## src/sv/lrf_pkg.sv

```systemverilog
// Shared types and constants of the LCD rectangle fill byte sequencer.
package lrf_pkg;

  localparam logic ACT_START = 1'b0;
  localparam logic ACT_TICK  = 1'b1;

  localparam logic [7:0] CMD_CASET = 8'h2A;
  localparam logic [7:0] CMD_RASET = 8'h2B;
  localparam logic [7:0] CMD_RAMWR = 8'h2C;
  localparam logic [7:0] BYTE_ZERO = 8'h00;

  // Header byte positions within the command/window preamble.
  localparam logic [3:0] HS_CASET = 4'd0;
  localparam logic [3:0] HS_X0    = 4'd2;
  localparam logic [3:0] HS_X1    = 4'd4;
  localparam logic [3:0] HS_RASET = 4'd5;
  localparam logic [3:0] HS_Y0    = 4'd7;
  localparam logic [3:0] HS_Y1    = 4'd9;
  localparam logic [3:0] HS_RAMWR = 4'd10;
  localparam logic [3:0] HDR_LEN  = 4'd11;

  localparam logic REG_SCREEN_WIDTH  = 1'b0;
  localparam logic REG_SCREEN_HEIGHT = 1'b1;

  localparam logic [7:0] SCREEN_WIDTH_RST  = 8'd128;
  localparam logic [7:0] SCREEN_HEIGHT_RST = 8'd160;

  // One accepted beat after clipping, held in the front register.
  typedef struct packed {
    logic        action;
    logic [7:0]  x0;
    logic [7:0]  y0;
    logic [7:0]  x1;
    logic [7:0]  y1;
    logic [7:0]  cols;
    logic [7:0]  rows;
    logic [15:0] color;
  } item_t;

endpackage

```

## src/sv/lrf_ifs.sv

```systemverilog
// Valid/ready channel interfaces for the input and result beats.
interface lrf_in_if;
  logic        valid;
  logic        ready;
  logic        action;
  logic [7:0]  rect_x;
  logic [7:0]  rect_y;
  logic [7:0]  rect_w;
  logic [7:0]  rect_h;
  logic [15:0] fill_color;

  modport source (output valid, action, rect_x, rect_y, rect_w, rect_h, fill_color,
                  input ready);
  modport sink (input valid, action, rect_x, rect_y, rect_w, rect_h, fill_color,
                output ready);
endinterface

interface lrf_out_if;
  logic       valid;
  logic       ready;
  logic [7:0] out_byte;
  logic       is_data;
  logic       last;

  modport source (output valid, out_byte, is_data, last, input ready);
  modport sink (input valid, out_byte, is_data, last, output ready);
endinterface

```

## src/sv/lrf_front.sv

```systemverilog
// Input stage: clips a start rectangle and registers the accepted beat.
module lrf_front (
  input  logic          clk,
  input  logic          rst,
  lrf_in_if.sink        in_ch,
  input  logic [7:0]    screen_width,
  input  logic [7:0]    screen_height,
  input  logic          advance,
  output logic          item_valid,
  output lrf_pkg::item_t item
);

  typedef struct packed {
    logic [7:0] size;
    logic [7:0] last_pos;
    logic       nonempty;
  } clip_t;

  // A span running past the screen edge is cut to end on the last column/row.
  function automatic clip_t clip_dim(logic [7:0] pos, logic [7:0] len, logic [7:0] limit);
    clip_t      r;
    logic [8:0] sum;
    sum = {1'b0, pos} + {1'b0, len};
    if (sum > {1'b0, limit}) begin
      r.size     = limit - pos;
      r.last_pos = limit - 8'd1;
      r.nonempty = limit > pos;
    end else begin
      r.size     = len;
      r.last_pos = pos + len - 8'd1;
      r.nonempty = len != 8'd0;
    end
    return r;
  endfunction

  clip_t          cx;
  clip_t          cy;
  logic           load;
  logic           keep;
  lrf_pkg::item_t item_next;

  assign cx   = clip_dim(in_ch.rect_x, in_ch.rect_w, screen_width);
  assign cy   = clip_dim(in_ch.rect_y, in_ch.rect_h, screen_height);
  assign keep = cx.nonempty && cy.nonempty;

  assign in_ch.ready = !item_valid || advance;
  assign load        = in_ch.valid && in_ch.ready;

  always_comb begin
    item_next.action = in_ch.action;
    item_next.x0     = in_ch.rect_x;
    item_next.y0     = in_ch.rect_y;
    item_next.x1     = cx.last_pos;
    item_next.y1     = cy.last_pos;
    item_next.cols   = keep ? cx.size : 8'd0;
    item_next.rows   = keep ? cy.size : 8'd0;
    item_next.color  = in_ch.fill_color;
  end

  always_ff @(posedge clk) begin
    if (rst) begin
      item_valid <= 1'b0;
    end else if (in_ch.ready) begin
      item_valid <= in_ch.valid;
    end
  end

  always_ff @(posedge clk) begin
    if (load) begin
      item <= item_next;
    end
  end

endmodule

```

## src/sv/lrf_seq.sv

```systemverilog
// Byte sequencer: header/pixel counters and the registered result beat.
module lrf_seq (
  input  logic           clk,
  input  logic           rst,
  input  logic           item_valid,
  input  lrf_pkg::item_t item,
  output logic           advance,
  lrf_out_if.source      out_ch
);

  logic        busy;
  logic [3:0]  header_step;
  logic [7:0]  win_x0;
  logic [7:0]  win_y0;
  logic [7:0]  win_x1;
  logic [7:0]  win_y1;
  logic [7:0]  cols_left;
  logic [7:0]  rows_left;
  logic [7:0]  clipped_width;
  logic        low_half;
  logic [15:0] held_color;

  logic        fire;
  logic        start;
  logic        tick;
  logic        produce;
  logic [7:0]  res_byte;
  logic        res_data;
  logic        res_last;
  logic [7:0]  cols_dec;
  logic [7:0]  rows_dec;
  logic        row_done;

  assign advance = !out_ch.valid || out_ch.ready;
  assign fire    = item_valid && advance;
  assign start   = fire && (item.action == lrf_pkg::ACT_START) && !busy;
  assign tick    = fire && (item.action == lrf_pkg::ACT_TICK) && busy;
  assign produce = tick;

  assign cols_dec = (cols_left != 8'd0) ? cols_left - 8'd1 : cols_left;
  assign row_done = cols_dec == 8'd0;
  assign rows_dec = (row_done && rows_left != 8'd0) ? rows_left - 8'd1 : rows_left;

  always_comb begin
    res_byte = lrf_pkg::BYTE_ZERO;
    res_data = 1'b1;
    res_last = 1'b0;
    if (header_step < lrf_pkg::HDR_LEN) begin
      unique case (header_step)
        lrf_pkg::HS_CASET: begin
          res_byte = lrf_pkg::CMD_CASET;
          res_data = 1'b0;
        end
        lrf_pkg::HS_X0: res_byte = win_x0;
        lrf_pkg::HS_X1: res_byte = win_x1;
        lrf_pkg::HS_RASET: begin
          res_byte = lrf_pkg::CMD_RASET;
          res_data = 1'b0;
        end
        lrf_pkg::HS_Y0: res_byte = win_y0;
        lrf_pkg::HS_Y1: res_byte = win_y1;
        lrf_pkg::HS_RAMWR: begin
          res_byte = lrf_pkg::CMD_RAMWR;
          res_data = 1'b0;
          res_last = rows_left == 8'd0;
        end
        default: res_byte = lrf_pkg::BYTE_ZERO;
      endcase
    end else if (!low_half) begin
      res_byte = held_color[15:8];
    end else begin
      res_byte = held_color[7:0];
      res_last = rows_dec == 8'd0;
    end
  end

  always_ff @(posedge clk) begin
    if (rst) begin
      busy        <= 1'b0;
      header_step <= 4'd0;
      low_half    <= 1'b0;
    end else if (start) begin
      busy        <= 1'b1;
      header_step <= 4'd0;
      low_half    <= 1'b0;
    end else if (tick) begin
      if (header_step < lrf_pkg::HDR_LEN) begin
        header_step <= header_step + 4'd1;
      end else begin
        low_half <= !low_half;
      end
      if (res_last) begin
        busy <= 1'b0;
      end
    end
  end

  // Window and counters; counters only move on the low color byte.
  always_ff @(posedge clk) begin
    if (start) begin
      win_x0        <= item.x0;
      win_y0        <= item.y0;
      win_x1        <= item.x1;
      win_y1        <= item.y1;
      clipped_width <= item.cols;
      cols_left     <= item.cols;
      rows_left     <= item.rows;
      held_color    <= item.color;
    end else if (tick && header_step >= lrf_pkg::HDR_LEN && low_half) begin
      cols_left <= row_done ? clipped_width : cols_dec;
      rows_left <= rows_dec;
    end
  end

  always_ff @(posedge clk) begin
    if (rst) begin
      out_ch.valid <= 1'b0;
    end else begin
      out_ch.valid <= produce || (out_ch.valid && !out_ch.ready);
    end
  end

  always_ff @(posedge clk) begin
    if (produce) begin
      out_ch.out_byte <= res_byte;
      out_ch.is_data  <= res_data;
      out_ch.last     <= res_last;
    end
  end

  a_step_range: assert property (@(posedge clk) disable iff (rst)
    header_step <= lrf_pkg::HDR_LEN)
    else $error("header step ran past the header length");

  a_pixels_have_rows: assert property (@(posedge clk) disable iff (rst)
    busy && header_step == lrf_pkg::HDR_LEN |-> rows_left != 8'd0)
    else $error("pixel phase entered with no rows left");

  a_last_ends_busy: assert property (@(posedge clk) disable iff (rst)
    produce && res_last |=> !busy && out_ch.valid && out_ch.last)
    else $error("final byte did not end the sequence");

  a_no_beat_when_idle: assert property (@(posedge clk) disable iff (rst)
    !busy && !(out_ch.valid && !out_ch.ready) |=> !out_ch.valid)
    else $error("result beat produced while idle");

endmodule

```

## src/sv/lcd_rect_fill_byte_sequencer_core.sv

```systemverilog
// Top level of the LCD rectangle fill byte sequencer with its register port.
//
// Usage: in_ch carries items. A beat with action start latches a rectangle
// and a fill color (clipped to screen_width/screen_height); each later beat
// with action tick yields exactly one result beat on out_ch: the column
// window command and data, the row window command and data, the memory
// write command, then high/low color bytes for every pixel. The final byte
// carries last. Ticks while idle and starts while a rectangle is running
// give no result.
// Pipeline: an accepted tick is held in the input register, and its result
// goes to the result register; one item is taken every cycle while out_ch
// does not stall (the sequencer counters sit between the two stages).
// When out_ch stalls, the result register holds and one more item may
// wait in the input register before in_ch.ready drops.
// Reset clears the sequencer to idle and restores screen 128 x 160.
// Registers: screen_width at byte address 0, screen_height at 4 (paddr[2]
// selects; the low address bits are not decoded). Write only while idle.
module lcd_rect_fill_byte_sequencer_core (
  input  logic        clk,
  input  logic        rst,
  input  logic        psel,
  input  logic        penable,
  input  logic        pwrite,
  input  logic [2:0]  paddr,
  input  logic [31:0] pwdata,
  output logic [31:0] prdata,
  output logic        pready,
  lrf_in_if.sink      in_ch,
  lrf_out_if.source   out_ch
);

  logic           reg_sel;
  logic           reg_write;
  logic [7:0]     screen_width;
  logic [7:0]     screen_height;
  logic           advance;
  logic           item_valid;
  lrf_pkg::item_t item;

  assign pready    = 1'b1;
  assign reg_sel   = paddr[2];
  assign reg_write = psel && penable && pwrite && pready;

  always_ff @(posedge clk) begin
    if (rst) begin
      screen_width  <= lrf_pkg::SCREEN_WIDTH_RST;
      screen_height <= lrf_pkg::SCREEN_HEIGHT_RST;
    end else if (reg_write) begin
      unique case (reg_sel)
        lrf_pkg::REG_SCREEN_WIDTH:  screen_width  <= pwdata[7:0];
        lrf_pkg::REG_SCREEN_HEIGHT: screen_height <= pwdata[7:0];
        default: ;
      endcase
    end
  end

  always_comb begin
    unique case (reg_sel)
      lrf_pkg::REG_SCREEN_WIDTH:  prdata = {24'd0, screen_width};
      lrf_pkg::REG_SCREEN_HEIGHT: prdata = {24'd0, screen_height};
      default:                    prdata = 32'd0;
    endcase
  end

  lrf_front u_front (
    .clk           (clk),
    .rst           (rst),
    .in_ch         (in_ch),
    .screen_width  (screen_width),
    .screen_height (screen_height),
    .advance       (advance),
    .item_valid    (item_valid),
    .item          (item)
  );

  lrf_seq u_seq (
    .clk        (clk),
    .rst        (rst),
    .item_valid (item_valid),
    .item       (item),
    .advance    (advance),
    .out_ch     (out_ch)
  );

endmodule
```

## src/flat_wrapper.sv

```systemverilog
// flat-port wrapper written by rule: the top's interface ports become plain ports
module lcd_rect_fill_byte_sequencer_core_flat 
  (clk, rst, psel, penable, pwrite, paddr, pwdata, prdata, pready, in_ch_valid, in_ch_action, in_ch_rect_x, in_ch_rect_y, in_ch_rect_w, in_ch_rect_h, in_ch_fill_color, in_ch_ready, out_ch_valid, out_ch_out_byte, out_ch_is_data, out_ch_last, out_ch_ready);
  lrf_in_if in_ch_i ();
  lrf_out_if out_ch_i ();
  input  logic clk;
  input  logic rst;
  input  logic psel;
  input  logic penable;
  input  logic pwrite;
  input  logic [2:0] paddr;
  input  logic [31:0] pwdata;
  output logic [31:0] prdata;
  output logic pready;
  input wire logic [$bits(in_ch_i.valid)-1:0] in_ch_valid;
  input wire logic [$bits(in_ch_i.action)-1:0] in_ch_action;
  input wire logic [$bits(in_ch_i.rect_x)-1:0] in_ch_rect_x;
  input wire logic [$bits(in_ch_i.rect_y)-1:0] in_ch_rect_y;
  input wire logic [$bits(in_ch_i.rect_w)-1:0] in_ch_rect_w;
  input wire logic [$bits(in_ch_i.rect_h)-1:0] in_ch_rect_h;
  input wire logic [$bits(in_ch_i.fill_color)-1:0] in_ch_fill_color;
  output wire logic [$bits(in_ch_i.ready)-1:0] in_ch_ready;
  output wire logic [$bits(out_ch_i.valid)-1:0] out_ch_valid;
  output wire logic [$bits(out_ch_i.out_byte)-1:0] out_ch_out_byte;
  output wire logic [$bits(out_ch_i.is_data)-1:0] out_ch_is_data;
  output wire logic [$bits(out_ch_i.last)-1:0] out_ch_last;
  input wire logic [$bits(out_ch_i.ready)-1:0] out_ch_ready;
  assign in_ch_i.valid = in_ch_valid;
  assign in_ch_i.action = in_ch_action;
  assign in_ch_i.rect_x = in_ch_rect_x;
  assign in_ch_i.rect_y = in_ch_rect_y;
  assign in_ch_i.rect_w = in_ch_rect_w;
  assign in_ch_i.rect_h = in_ch_rect_h;
  assign in_ch_i.fill_color = in_ch_fill_color;
  assign in_ch_ready = in_ch_i.ready;
  assign out_ch_valid = out_ch_i.valid;
  assign out_ch_out_byte = out_ch_i.out_byte;
  assign out_ch_is_data = out_ch_i.is_data;
  assign out_ch_last = out_ch_i.last;
  assign out_ch_i.ready = out_ch_ready;
  lcd_rect_fill_byte_sequencer_core u_core (.clk(clk), .rst(rst), .psel(psel), .penable(penable), .pwrite(pwrite), .paddr(paddr), .pwdata(pwdata), .prdata(prdata), .pready(pready), .in_ch(in_ch_i), .out_ch(out_ch_i));
endmodule
```

## config.mk

```make
export PLATFORM = sky130hd
export DESIGN_NAME = lcd_rect_fill_byte_sequencer_core_flat
export DESIGN_NICKNAME = d
export VERILOG_FILES = /design/src/sv/lrf_pkg.sv /design/src/sv/lrf_ifs.sv /design/src/sv/lrf_front.sv /design/src/sv/lrf_seq.sv /design/src/sv/lcd_rect_fill_byte_sequencer_core.sv /design/src/flat_wrapper.sv
export SDC_FILE = /design/constraint.sdc
export NUM_CORES = 1
export LEC_CHECK = 0
export ABC_AREA = 1
export BUFFER_PORTS_ARGS = -buffer_cell sky130_fd_sc_hd__buf_2
export CAP_MARGIN = 40
export CORE_AREA = 2 2 134 136
export CTS_CLUSTER_DIAMETER = 200
export DETAILED_ROUTE_END_ITERATION = 10
export DIE_AREA = 0 0 136 138
export PLACE_DENSITY = 0.88
export REMOVE_ABC_BUFFERS = 1
export SKIP_LAST_GASP = 1
export SLEW_MARGIN = 15
export SYNTH_ARGS = -nofsm -noshare
export SYNTH_HDL_FRONTEND = slang
export SYNTH_SLANG_ARGS = --single-unit
```

## constraint.sdc

```tcl
create_clock -name clk -period 7.2 [get_ports clk]
set_clock_uncertainty 0.15 [all_clocks]
set_input_delay 1.08 -clock clk [delete_from_list [all_inputs] [get_ports clk]]
set_output_delay 1.08 -clock clk [all_outputs]
set_load 0.05 [all_outputs]
```

Word level (Yosys, flattened, before mapping)
Cells that the tools add are included.
Cells by class
  add/sub/neg operators: 13
  $mul: 0
  div/mod/pow operators: 0
  $lt $le $gt $ge: 6
  equality and inequality tests: 6
  shifts and indexed selects: 0
  mux-type cells: 20
  bitwise logic cells: 3
  reduce and logical (&&, ||, !) cells: 39
Operator list (count)
  8-bit 2-to-1 mux: 9
  32-bit case mux with 2 select lines: 1
  8-bit case mux with 7 select lines: 1
  8-bit by 1-bit subtractor with 8-bit output, second input constant: 6
  17-bit 2-to-1 mux: 2
  8-bit nonzero test: 4
  8-bit zero test: 3
  8-bit by 8-bit adder with 9-bit output: 2
  9-bit by 8-bit > comparator with 1-bit output: 2
  8-bit adder: 2
  8-bit > comparator: 2
  8-bit subtractor: 2
  1-bit logical AND: 13
  4-bit by 3-bit == test with 1-bit output, second input constant: 3
  2-bit AND reduction: 5
  4-bit == test, second input constant: 2
  1-bit 2-to-1 mux: 7
  2-bit nonzero test: 3
  1-bit zero test: 5
  4-bit by 1-bit adder with 4-bit output, second input constant: 1
  4-bit by 2-bit == test with 1-bit output, second input constant: 1
  4-bit >= comparator, second input constant: 1
  4-bit zero test: 1
  4-bit less-than comparator, second input constant: 1
  4 further kinds: 8
Storage, ports and cells
  bits in registers: 171
  latch bits: 0
  RAM bits: 0
  bits in read-only memories: 0
  bits of input ports: 91
  output and inout bits: 45
  logic and storage cells: 113
  memories: 0

Longest topological paths before layout
Gate-level depths: netlist (run 1).
  word-level depth: 11
  mapped depth: 19
  depth with buffers taken out: 19

Modules after synthesis
From an unflattened synthesis (run 1), not the netlist that was laid out.
Second synthesis, totals
  cells, all modules: 1138
  area, all modules: 10566.4 um^2
Modules (own cells, without submodules)
  lrf_front: instances 1, cells an instance 613, area an instance 5430.2 um^2, seq. area each 1971.9 um^2
  lrf_seq: instances 1, cells an instance 376, area an instance 4151.5 um^2, seq. area each 2602.5 um^2
  lcd_rect_fill_byte_sequencer_core: instances 1, cells an instance 149, area an instance 984.7 um^2, seq. area each 320.3 um^2

Worst setup path after synthesis (run 1)
OpenSTA, ideal clock, no wires.
  path kind: in2reg
  start: in out_ch_ready
  end: reg u_core.u_seq.cols_left[0] (enable)
  data arrival time: 5.371 ns
  path slack: 1.307 ns
  stages: 8
  path buffers: 1
  path through: inv_1 > nand2_1 > nand2_1 > or2_2 > nor2_1 > clkinv_1 > clkbuf_1 > nand2_1
RTL lines
  start, declared: RTL line flat_wrapper.sv:27  | input wire logic [$bits(out_ch_i.ready)-1:0] out_ch_ready;
  1-bit logical OR: RTL line lrf_seq.sv:34  | assign advance = !out_ch.valid || out_ch.ready;
  1-bit logical AND: RTL line lrf_seq.sv:35  | assign fire = item_valid && advance;
  1-bit logical AND (2 in a row): RTL line lrf_seq.sv:36  | assign start = fire && (item.action == lrf_pkg::ACT_START) && !busy;
  named net u_core.u_seq.start: RTL line lrf_seq.sv:24  | logic start;
  2-bit nonzero test (no source line)
  end signal, assigned: RTL line lrf_seq.sv:106  | cols_left <= item.cols;
  end signal, assigned: RTL line lrf_seq.sv:110  | cols_left <= row_done ? clipped_width : cols_dec;
  end, declared: RTL line lrf_seq.sv:17  | logic [7:0] cols_left;
The timed path passes the listed nets, and every way through them passes these cells.
A chain may end at the register's enable or synchronous reset.

Worst setup path in the final report (run 1)
  start: in in_ch_rect_x[0]
  end: reg, netlist name u_core.u_front.item[30]
On the way
  longest elaborated chain between the ends: 4
RTL lines
  start, declared: RTL line flat_wrapper.sv:17  | input wire logic [$bits(in_ch_i.rect_x)-1:0] in_ch_rect_x;
  8-bit by 8-bit adder with 9-bit output: RTL line lrf_front.sv:23  | sum = {1'b0, pos} + {1'b0, len};
  9-bit by 8-bit > comparator with 1-bit output: RTL line lrf_front.sv:24  | if (sum > {1'b0, limit}) begin
  17-bit 2-to-1 mux *: RTL line lrf_front.sv:24
  1-bit logical AND: RTL line lrf_front.sv:44  | assign keep = cx.nonempty && cy.nonempty;
Mark *: on every way between the ends. The rest lies on a longest branch, timed or not.

==> results.json, run 1 <==
{
  "syn_to_final_growth_pct": 12.6,
  "min_path_type": "reg2reg",
  "clock_sinks": 171,
  "synth_area_leader_cell": "edfxtp_1",
  "root_buffer": "clkbuf_16",
  "vias_per_cell": 5.66,
  "firstDrtPassIters": 7,
  "async_reset_ff_frac": 0,
  "gr-usage-met3": 0.0473,
  "place_hpwl_mm": 17.1,
  "ir_drop_v": 0.000202,
  "cts.clk_slew.worst_paths_ns": 0.06,
  "dieArea_um2": 18800,
  "dieHeight_um": 138,
  "layout.cells.non_filler": 1353,
  "grt_util_met2": 0.432,
  "core-area_um2": 17500,
  "crit_path_top_delay_cell": "nand2_1",
  "cap_violations": 0,
  "die_w_um": 136,
  "cts_setup_buffers": 0,
  "clk_latency_ns": 0.42,
  "synthCells": 1019,
  "dp_cells": 1320,
  "grt_pass1_vias": 7462,
  "endpoint_kind": "register",
  "antenna_found_initial": 0,
  "ys_warn_count": 0,
  "synth_top_area_share": 0.446,
  "clockBufferDepth": 2,
  "num_vias": 7657,
  "leakagePower_nw": 4.97,
  "postRouteAntennaNets": 0,
  "hold_depth": 0,
  "grt_util_met1": 0.304,
  "holdBufCountCts": 0,
  "slew_headroom": 0.510,
  "drv_slew": 0,
  "fin_crit_ns": 5.11,
  "numCtsBuffers": 17,
  "path_cells": "buf_2 -> ha_1 -> inv_1 -> fa_1 -> o21ai_2 -> a21oi_1 -> o21ai_1 -> xor2_1 -> inv_1 -> ha_1 -> nand2_1 -> o21bai_1 -> a21boi_0 -> o22ai_1 -> nand2_1 -> o221ai_1 -> o21ai_0 -> nand3_2 -> nor2_1",
  "htree_levels": 4,
  "yosys-top-cells-area": "edfxtp_1 45%, ha_1 11%, nand2_1 6.0%",
  "row_count": 49,
  "numPortBuffers": 84,
  "ios": 136,
  "setup_violations": 0,
  "top_usage_layer": "met2",
  "drive_above_1_share": 0.138,
  "setup_tns_ns": 0,
  "timing.final.crit_share": 0.710,
  "syn_avg_cell_area_um2": 9.71,
  "critPathLaunchType": "input port",
  "fmax_mhz": 196,
  "place.gp.congestion": 0.928,
  "finalHoldViolCount": 0,
  "outcome": "completed",
  "drcViolationCount": 0,
  "first_iter_violations": 677,
  "path_max_fanout": 25,
  "ctsResizeCount": 0,
  "antenna_cells": 0,
  "rr_worst_depth": 11,
  "worst_path_largest_cell_delay_ns": 0.55,
  "synth.distinct_cells": 54,
  "synthFlopType": "edfxtp_1",
  "finalPower_mw": 2.67,
  "grt_start_max_net_pins": 66,
  "dpl_cell_area_um2": 10500,
  "path_class": "in2reg",
  "routed_wirelength_mm": 23.0,
  "yosysSeqAreaShare": 0.494,
  "synth_seq_cells": 171,
  "power.density_nw_per_um2": 240,
  "worst_slew_pin_slew_ns": 0.733,
  "synth_edf_count": 147,
  "track_usage": 0.252,
  "postLayoutCellArea_um2": 11200,
  "start_util": 0.565,
  "wl_per_cell_um": 17.0,
  "grt_pass1_wl_mm": 37.0,
  "syn_area_um2": 9900,
  "nets": 1292,
  "arrival_ns": 5.21,
  "rsz0062_at_grt": "no",
  "gr-total-overflow": 0,
  "cts_tree": "yes",
  "required_ns": 7.30
}
[worst max-delay path, delay by kind of cell]
| family | cells | cell delay, ns |
|---|---|---|
| buffers and inverters | 3 | 0.25 |
| and+or+nand+nor | 4 | 1.36 |
| xor gates and xnor gates | 1 | 0.18 |
| adders and majority gates | 3 | 0.90 |
| AOI/OAI and AO/OA | 8 | 1.44 |
[cell type report]
class                           instances  area [um^2]
Tap cell                              229          287
Inverter                              158          596
Fill cell                            1330         6380
Clock buffer                           20          437
Timing Repair Buffer                   90          490
Multi-Input combinational cell        673         4250
Clock inverter                         12          196
Sequential cell                       171         4890
[cells by family (layout without fill, tap and decap cells)]
group / Yosys count / count (layout) / share of synthesized area
AO/OA/AOI/OAI: 187 / 187 / 0.110
XOR/XNOR: 45 / 45 / 0.0398
adder cells (fa/ha/maj): 90 / 90 / 0.118
buffers and inverters: 198 / 280 / 0.0857
flip-flops: 171 / 171 / 0.494
multiplexers: 2 / 2 / 0.00202
other: 2 / 25 / 0.000759
AND/OR/NAND/NOR: 324 / 324 / 0.149
[sequential cells by signal (all words and copies together) (netlist names), 4 cells and up]
name / flops
u_core.u_seq.held_color: 16
u_core.screen_height: 8
u_core.u_seq.win_y0: 8
u_core.screen_width: 8
u_core.u_seq.win_x0: 8
u_core.u_seq.out_ch.out_byte: 8
u_core.u_seq.cols_left: 8
u_core.u_seq.win_y1: 8
u_core.u_seq.clipped_width: 8
u_core.u_front.item: 65
u_core.u_seq.rows_left: 8
u_core.u_seq.win_x1: 8
u_core.u_seq.header_step: 4
[per-stage QoR]
step	hold WS [ns]	setup WS, ns	util
finish	0.269	2.09	0.636
floorplan	0.250	0.270	-
global placement	0.251	2.00	0.597
detailed placement	0.255	1.81	0.598
global route	0.275	1.81	0.636
CTS	0.269	2.20	0.634
[synthesized netlist by cell type, drive strengths merged, types with 2 or more instances]
cell type    n
a32oi        3
buf         27
nor4         3
edfxtp     147
conb         2
xor2        35
a31oi       22
o211ai       2
a22o         4
mux2i        2
ha          84
a21boi       2
xnor2       10
fa           6
o31ai        3
clkinv       2
or2          4
a21oi       56
a211oi       3
inv        156
nand2      164
nor2        91
o21ai       74
nand3       31
dfxtp       24
o21bai       7
nand4       18
nor3        11
a221oi       4
o22ai        2
clkbuf      13
[placed cells by master, fill, tap and decap left out, types with 5 or more instances in the layout]
| master | netlist | layout |
|---|---|---|
| a21oi_1 | 56 | 56 |
| a31oi_1 | 22 | 22 |
| buf_2 | 1 | 85 |
| bufinv_16 | 0 | 5 |
| clkbuf_16 | 0 | 17 |
| conb_1 | 2 | 25 |
| dfxtp_1 | 24 | 24 |
| edfxtp_1 | 147 | 147 |
| fa_1 | 6 | 6 |
| ha_1 | 84 | 84 |
| inv_1 | 153 | 152 |
| nand2_1 | 157 | 157 |
| nand2_2 | 5 | 5 |
| nand3_1 | 23 | 23 |
| nand3_2 | 7 | 7 |
| nand4_1 | 18 | 18 |
| nor2_1 | 82 | 81 |
| nor2_2 | 6 | 6 |
| nor3_1 | 11 | 11 |
| o21ai_0 | 70 | 70 |
| o21bai_1 | 6 | 6 |
| xnor2_1 | 10 | 10 |
| xor2_1 | 35 | 35 |
[per-layer routing]
layer | vias to the layer above | share of wire
met5 | - | 0
met4 | 0 | 0.043
met3 | 91 | 0.066
met2 | 383 | 0.51
met1 | 3591 | 0.38
li1 | 3592 | -
[where the power goes]
part	internal (mW)	switching, mW
registers	1.18	0.0329
clock network	0.614	0.363
logic	0.154	0.327
total	1.95	0.723
[path summary, 6_finish.rpt]
check,start,endpoint,slack (ns)
max reg2reg,u_core.screen_width[2]$_SDFFE_PP0P_,u_core.u_front.item[30]$_SDFFCE_PN0P_,3.54
max,in_ch_rect_x[0],u_core.u_front.item[30]$_SDFFCE_PN0P_,2.09
min,u_core.u_front.item[39]$_DFFE_PP_,u_core.u_seq.win_y1[7]$_DFFE_PP_,0.27
min reg2reg,u_core.u_front.item[39]$_DFFE_PP_,u_core.u_seq.win_y1[7]$_DFFE_PP_,0.27
Note: power is estimated with default switching activity, not from simulation.
==> run 2: changes to the inputs <==
ABC_AREA = 0   (was 1)
CORE_AREA = 2 2 135 137   (was 2 2 134 136)
DIE_AREA = 0 0 137 139   (was 0 0 136 138)
clock period = 5 ns   (was 7.2 ns; I/O delays follow)
==> results.json, run 2 <==
{
  "dieHeight_um": 139,
  "finalPower_mw": 3.78,
  "postRouteAntennaNets": 0,
  "row_count": 49,
  "synth_seq_cells": 171,
  "nets": 1211,
  "wl_per_cell_um": 17.7,
  "clockBufferDepth": 2,
  "vias_per_cell": 5.71,
  "antenna_found_initial": 0,
  "endpoint_kind": "register",
  "critical_path.most_common_cell": "a21oi_1",
  "ios": 136,
  "synth_edf_count": 147,
  "fmax_mhz": 226,
  "root_buffer": "clkbuf_16",
  "gr-usage-met3": 0.0387,
  "layout_commonest_cell": "edfxtp_1",
  "clock_sinks": 171,
  "yosysSeqAreaShare": 0.491,
  "grt_pass1_vias": 6989,
  "rr_worst_depth": 8,
  "startpoint": "in_ch_rect_x[1]",
  "finalHoldViolCount": 0,
  "cts_tree": "yes",
  "grt_pass1_wl_mm": 35.2,
  "holdWs_ns": 0.270,
  "timing.rr.start": "u_core.u_seq.cols_left[3]$_DFFE_PP_",
  "final_cell_mix": "147 x edfxtp_1, 95 x inv_1, 84 x ha_1, 84 x buf_2, 83 x nor2_1",
  "ys_warn_count": 0,
  "dpl_cell_area_um2": 10600,
  "endpoint": "u_core.u_front.item[16]$_SDFFCE_PN0P_",
  "drcViolationCount": 0,
  "dieArea_um2": 19000,
  "fin_crit_ns": 4.43,
  "worst_path_largest_cell_delay_ns": 0.37,
  "ir_drop_v": 0.000262,
  "path_cells": "buf_2 -> inv_1 -> ha_1 -> a21oi_1 -> nor2_1 -> nor2_1 -> o21bai_1 -> a21oi_1 -> o21bai_1 -> a21oi_1 -> xnor2_1 -> ha_1 -> nand4_1 -> o32ai_1 -> a211oi_1 -> nor3_1 -> buf_4 -> o2bb2ai_1 -> nand4bb_1 -> buf_12 -> a211oi_1",
  "top_usage_layer": "met2",
  "htree_levels": 4,
  "place_hpwl_mm": 16.6,
  "place.gp.congestion": 0.933,
  "reg_top3": "u_core.u_front.item x65, u_core.u_seq.held_color x16",
  "synthTopCellsByCount": "147 x edfxtp_1, 96 x inv_1, 84 x ha_1",
  "num_vias": 7264,
  "rsz0062_at_grt": "no",
  "path_max_fanout": 16,
  "syn_avg_cell_area_um2": 10.5,
  "track_usage": 0.240,
  "synth.distinct_cells": 72,
  "r2r-end": "u_core.u_seq.rows_left[3]$_DFFE_PP_",
  "top_register": "u_core.u_front.item",
  "layout.cells.non_filler": 1272,
  "crit_path_top_delay_cell": "o32ai_1",
  "grt_util_met2": 0.406,
  "worst_slew_pin_slew_ns": 0.810,
  "outcome": "completed",
  "holdBufCountCts": 0,
  "drv_slew": 0,
  "drive_above_1_share": 0.137,
  "firstDrtPassIters": 5,
  "core-area_um2": 17700,
  "largest_reg_flops": 65,
  "synth_area_leader_cell": "edfxtp_1",
  "grt_util_met1": 0.308,
  "first_iter_violations": 816,
  "gr-total-overflow": 0,
  "critPathLaunchType": "input port",
  "yosys-top-cells-area": "edfxtp_1 44%, ha_1 11%, dfxtp_1 4.8%",
  "r2r_slack_ns": 1.53,
  "postLayoutCellArea_um2": 11200,
  "cts.clk_slew.worst_paths_ns": 0.07,
  "async_reset_ff_frac": 0,
  "min_path_type": "reg2reg",
  "start_util": 0.564,
  "arrival_ns": 4.47,
  "timing.final.crit_share": 0.886,
  "synthCells": 945,
  "grt_start_max_net_pins": 37,
  "ctsResizeCount": 0,
  "synth_top_area_share": 0.443,
  "cap_violations": 0,
  "numPortBuffers": 84,
  "required_ns": 5.05,
  "setup_tns_ns": 0,
  "dp_cells": 1239,
  "antenna_cells": 0,
  "routed_wirelength_mm": 22.5,
  "syn_to_final_growth_pct": 12.3,
  "clk_latency_ns": 0.43,
  "numCtsBuffers": 17,
  "cts_setup_buffers": 0,
  "power.density_nw_per_um2": 338,
  "path_class": "in2reg",
  "syn_area_um2": 9960,
  "leakagePower_nw": 4.48,
  "synthFlopType": "edfxtp_1",
  "setup_violations": 0,
  "synth.most_common_cell": "edfxtp_1",
  "slew_headroom": 0.459,
  "die_w_um": 137
}
-- run 2: cell count changes after synthesis, sizes merged, moves of 8 or more --
cell	before	now
xnor2	10	41
a21oi	56	74
a21o	1	9
xor2	35	17
nor3	11	27
a31oi	22	2
mux2i	2	23
nor2b	0	18
inv	156	96
nand3	31	16
a211oi	3	12
nand2	164	70
o21ai	74	49
-- run 2: where the power goes --
| part | internal, mW | leakage, nW | switching (mW) | total [mW] |
|---|---|---|---|---|
| clock | 0.716 | 0.294 | 0.598 | 1.31 |
| combinational | 0.279 | 2.62 | 0.443 | 0.721 |
| sequential | 1.70 | 1.57 | 0.0512 | 1.75 |
| total | 2.69 | 4.48 | 1.09 | 3.78 |
-- run 2: worst min-delay path by stage --
| stage | startpoint | endpoint | cells past startpoint |
|---|---|---|---|
| finish | u_core.u_front.item[49]$_DFFE_PP_ | u_core.u_seq.win_y0[1]$_DFFE_PP_ | 0 |
| global route | u_core.u_front.item[14]$_DFFE_PP_ | u_core.u_seq.held_color[14]$_DFFE_PP_ | 0 |
| CTS | u_core.u_front.item[3]$_DFFE_PP_ | u_core.u_seq.held_color[3]$_DFFE_PP_ | 0 |
| detailed placement | u_core.u_front.item[14]$_DFFE_PP_ | u_core.u_seq.held_color[14]$_DFFE_PP_ | 0 |
| global placement | u_core.u_front.item[9]$_DFFE_PP_ | u_core.u_seq.held_color[9]$_DFFE_PP_ | 0 |
| floorplan | u_core.u_front.item[0]$_DFFE_PP_ | u_core.u_seq.held_color[0]$_DFFE_PP_ | 0 |
-- run 2: area by class of cell --
| cell class | instances | area [um^2] |
|---|---|---|
| clock inverters | 14 | 166 |
| inverters | 96 | 360 |
| flip-flops and latches | 171 | 4890 |
| multi-input cells | 650 | 4490 |
| clock buffers | 18 | 429 |
| well taps | 229 | 287 |
| repair buffers | 94 | 553 |
| fillers | 1346 | 6470 |
-- run 2: cell families (layout without fill, tap and decap cells) --
logic type / after synthesis / count (layout) / synth area share
flops: 171 / 171 / 0.491
buf+inv: 147 / 222 / 0.0664
mux: 25 / 25 / 0.0261
compound gates: 194 / 194 / 0.121
simple gates: 258 / 258 / 0.125
fa+ha+maj: 90 / 90 / 0.118
xor+xnor: 58 / 58 / 0.0510
other cells: 2 / 25 / 0.000754
-- run 2: worst max-delay path: cells and delay by family --
family | cells | cell delay [ns]
AO/OA/AOI/OAI | 9 | 1.66
XOR/XNOR | 1 | 0.09
adder cells (fa/ha/maj) | 2 | 0.62
buffers and inverters | 4 | 0.63
AND/OR/NAND/NOR | 5 | 0.69
-- run 2: stage by stage --
stage                     setup WS (ns)  utilization
after global placement            0.366        0.597
after CTS                         0.583        0.632
after global routing              0.289        0.633
after floorplan                   0.476            -
after detailed placement          0.237        0.599
final                             0.572        0.633
-- run 2: layer usage --
metal | vias up | wire length (um) | part of all wire
li1 | 3490 | - | -
met1 | 3426 | 9240 | 0.41
met2 | 299 | 11300 | 0.50
met3 | 49 | 1240 | 0.055
met4 | 0 | 779 | 0.035
met5 | - | 0 | 0
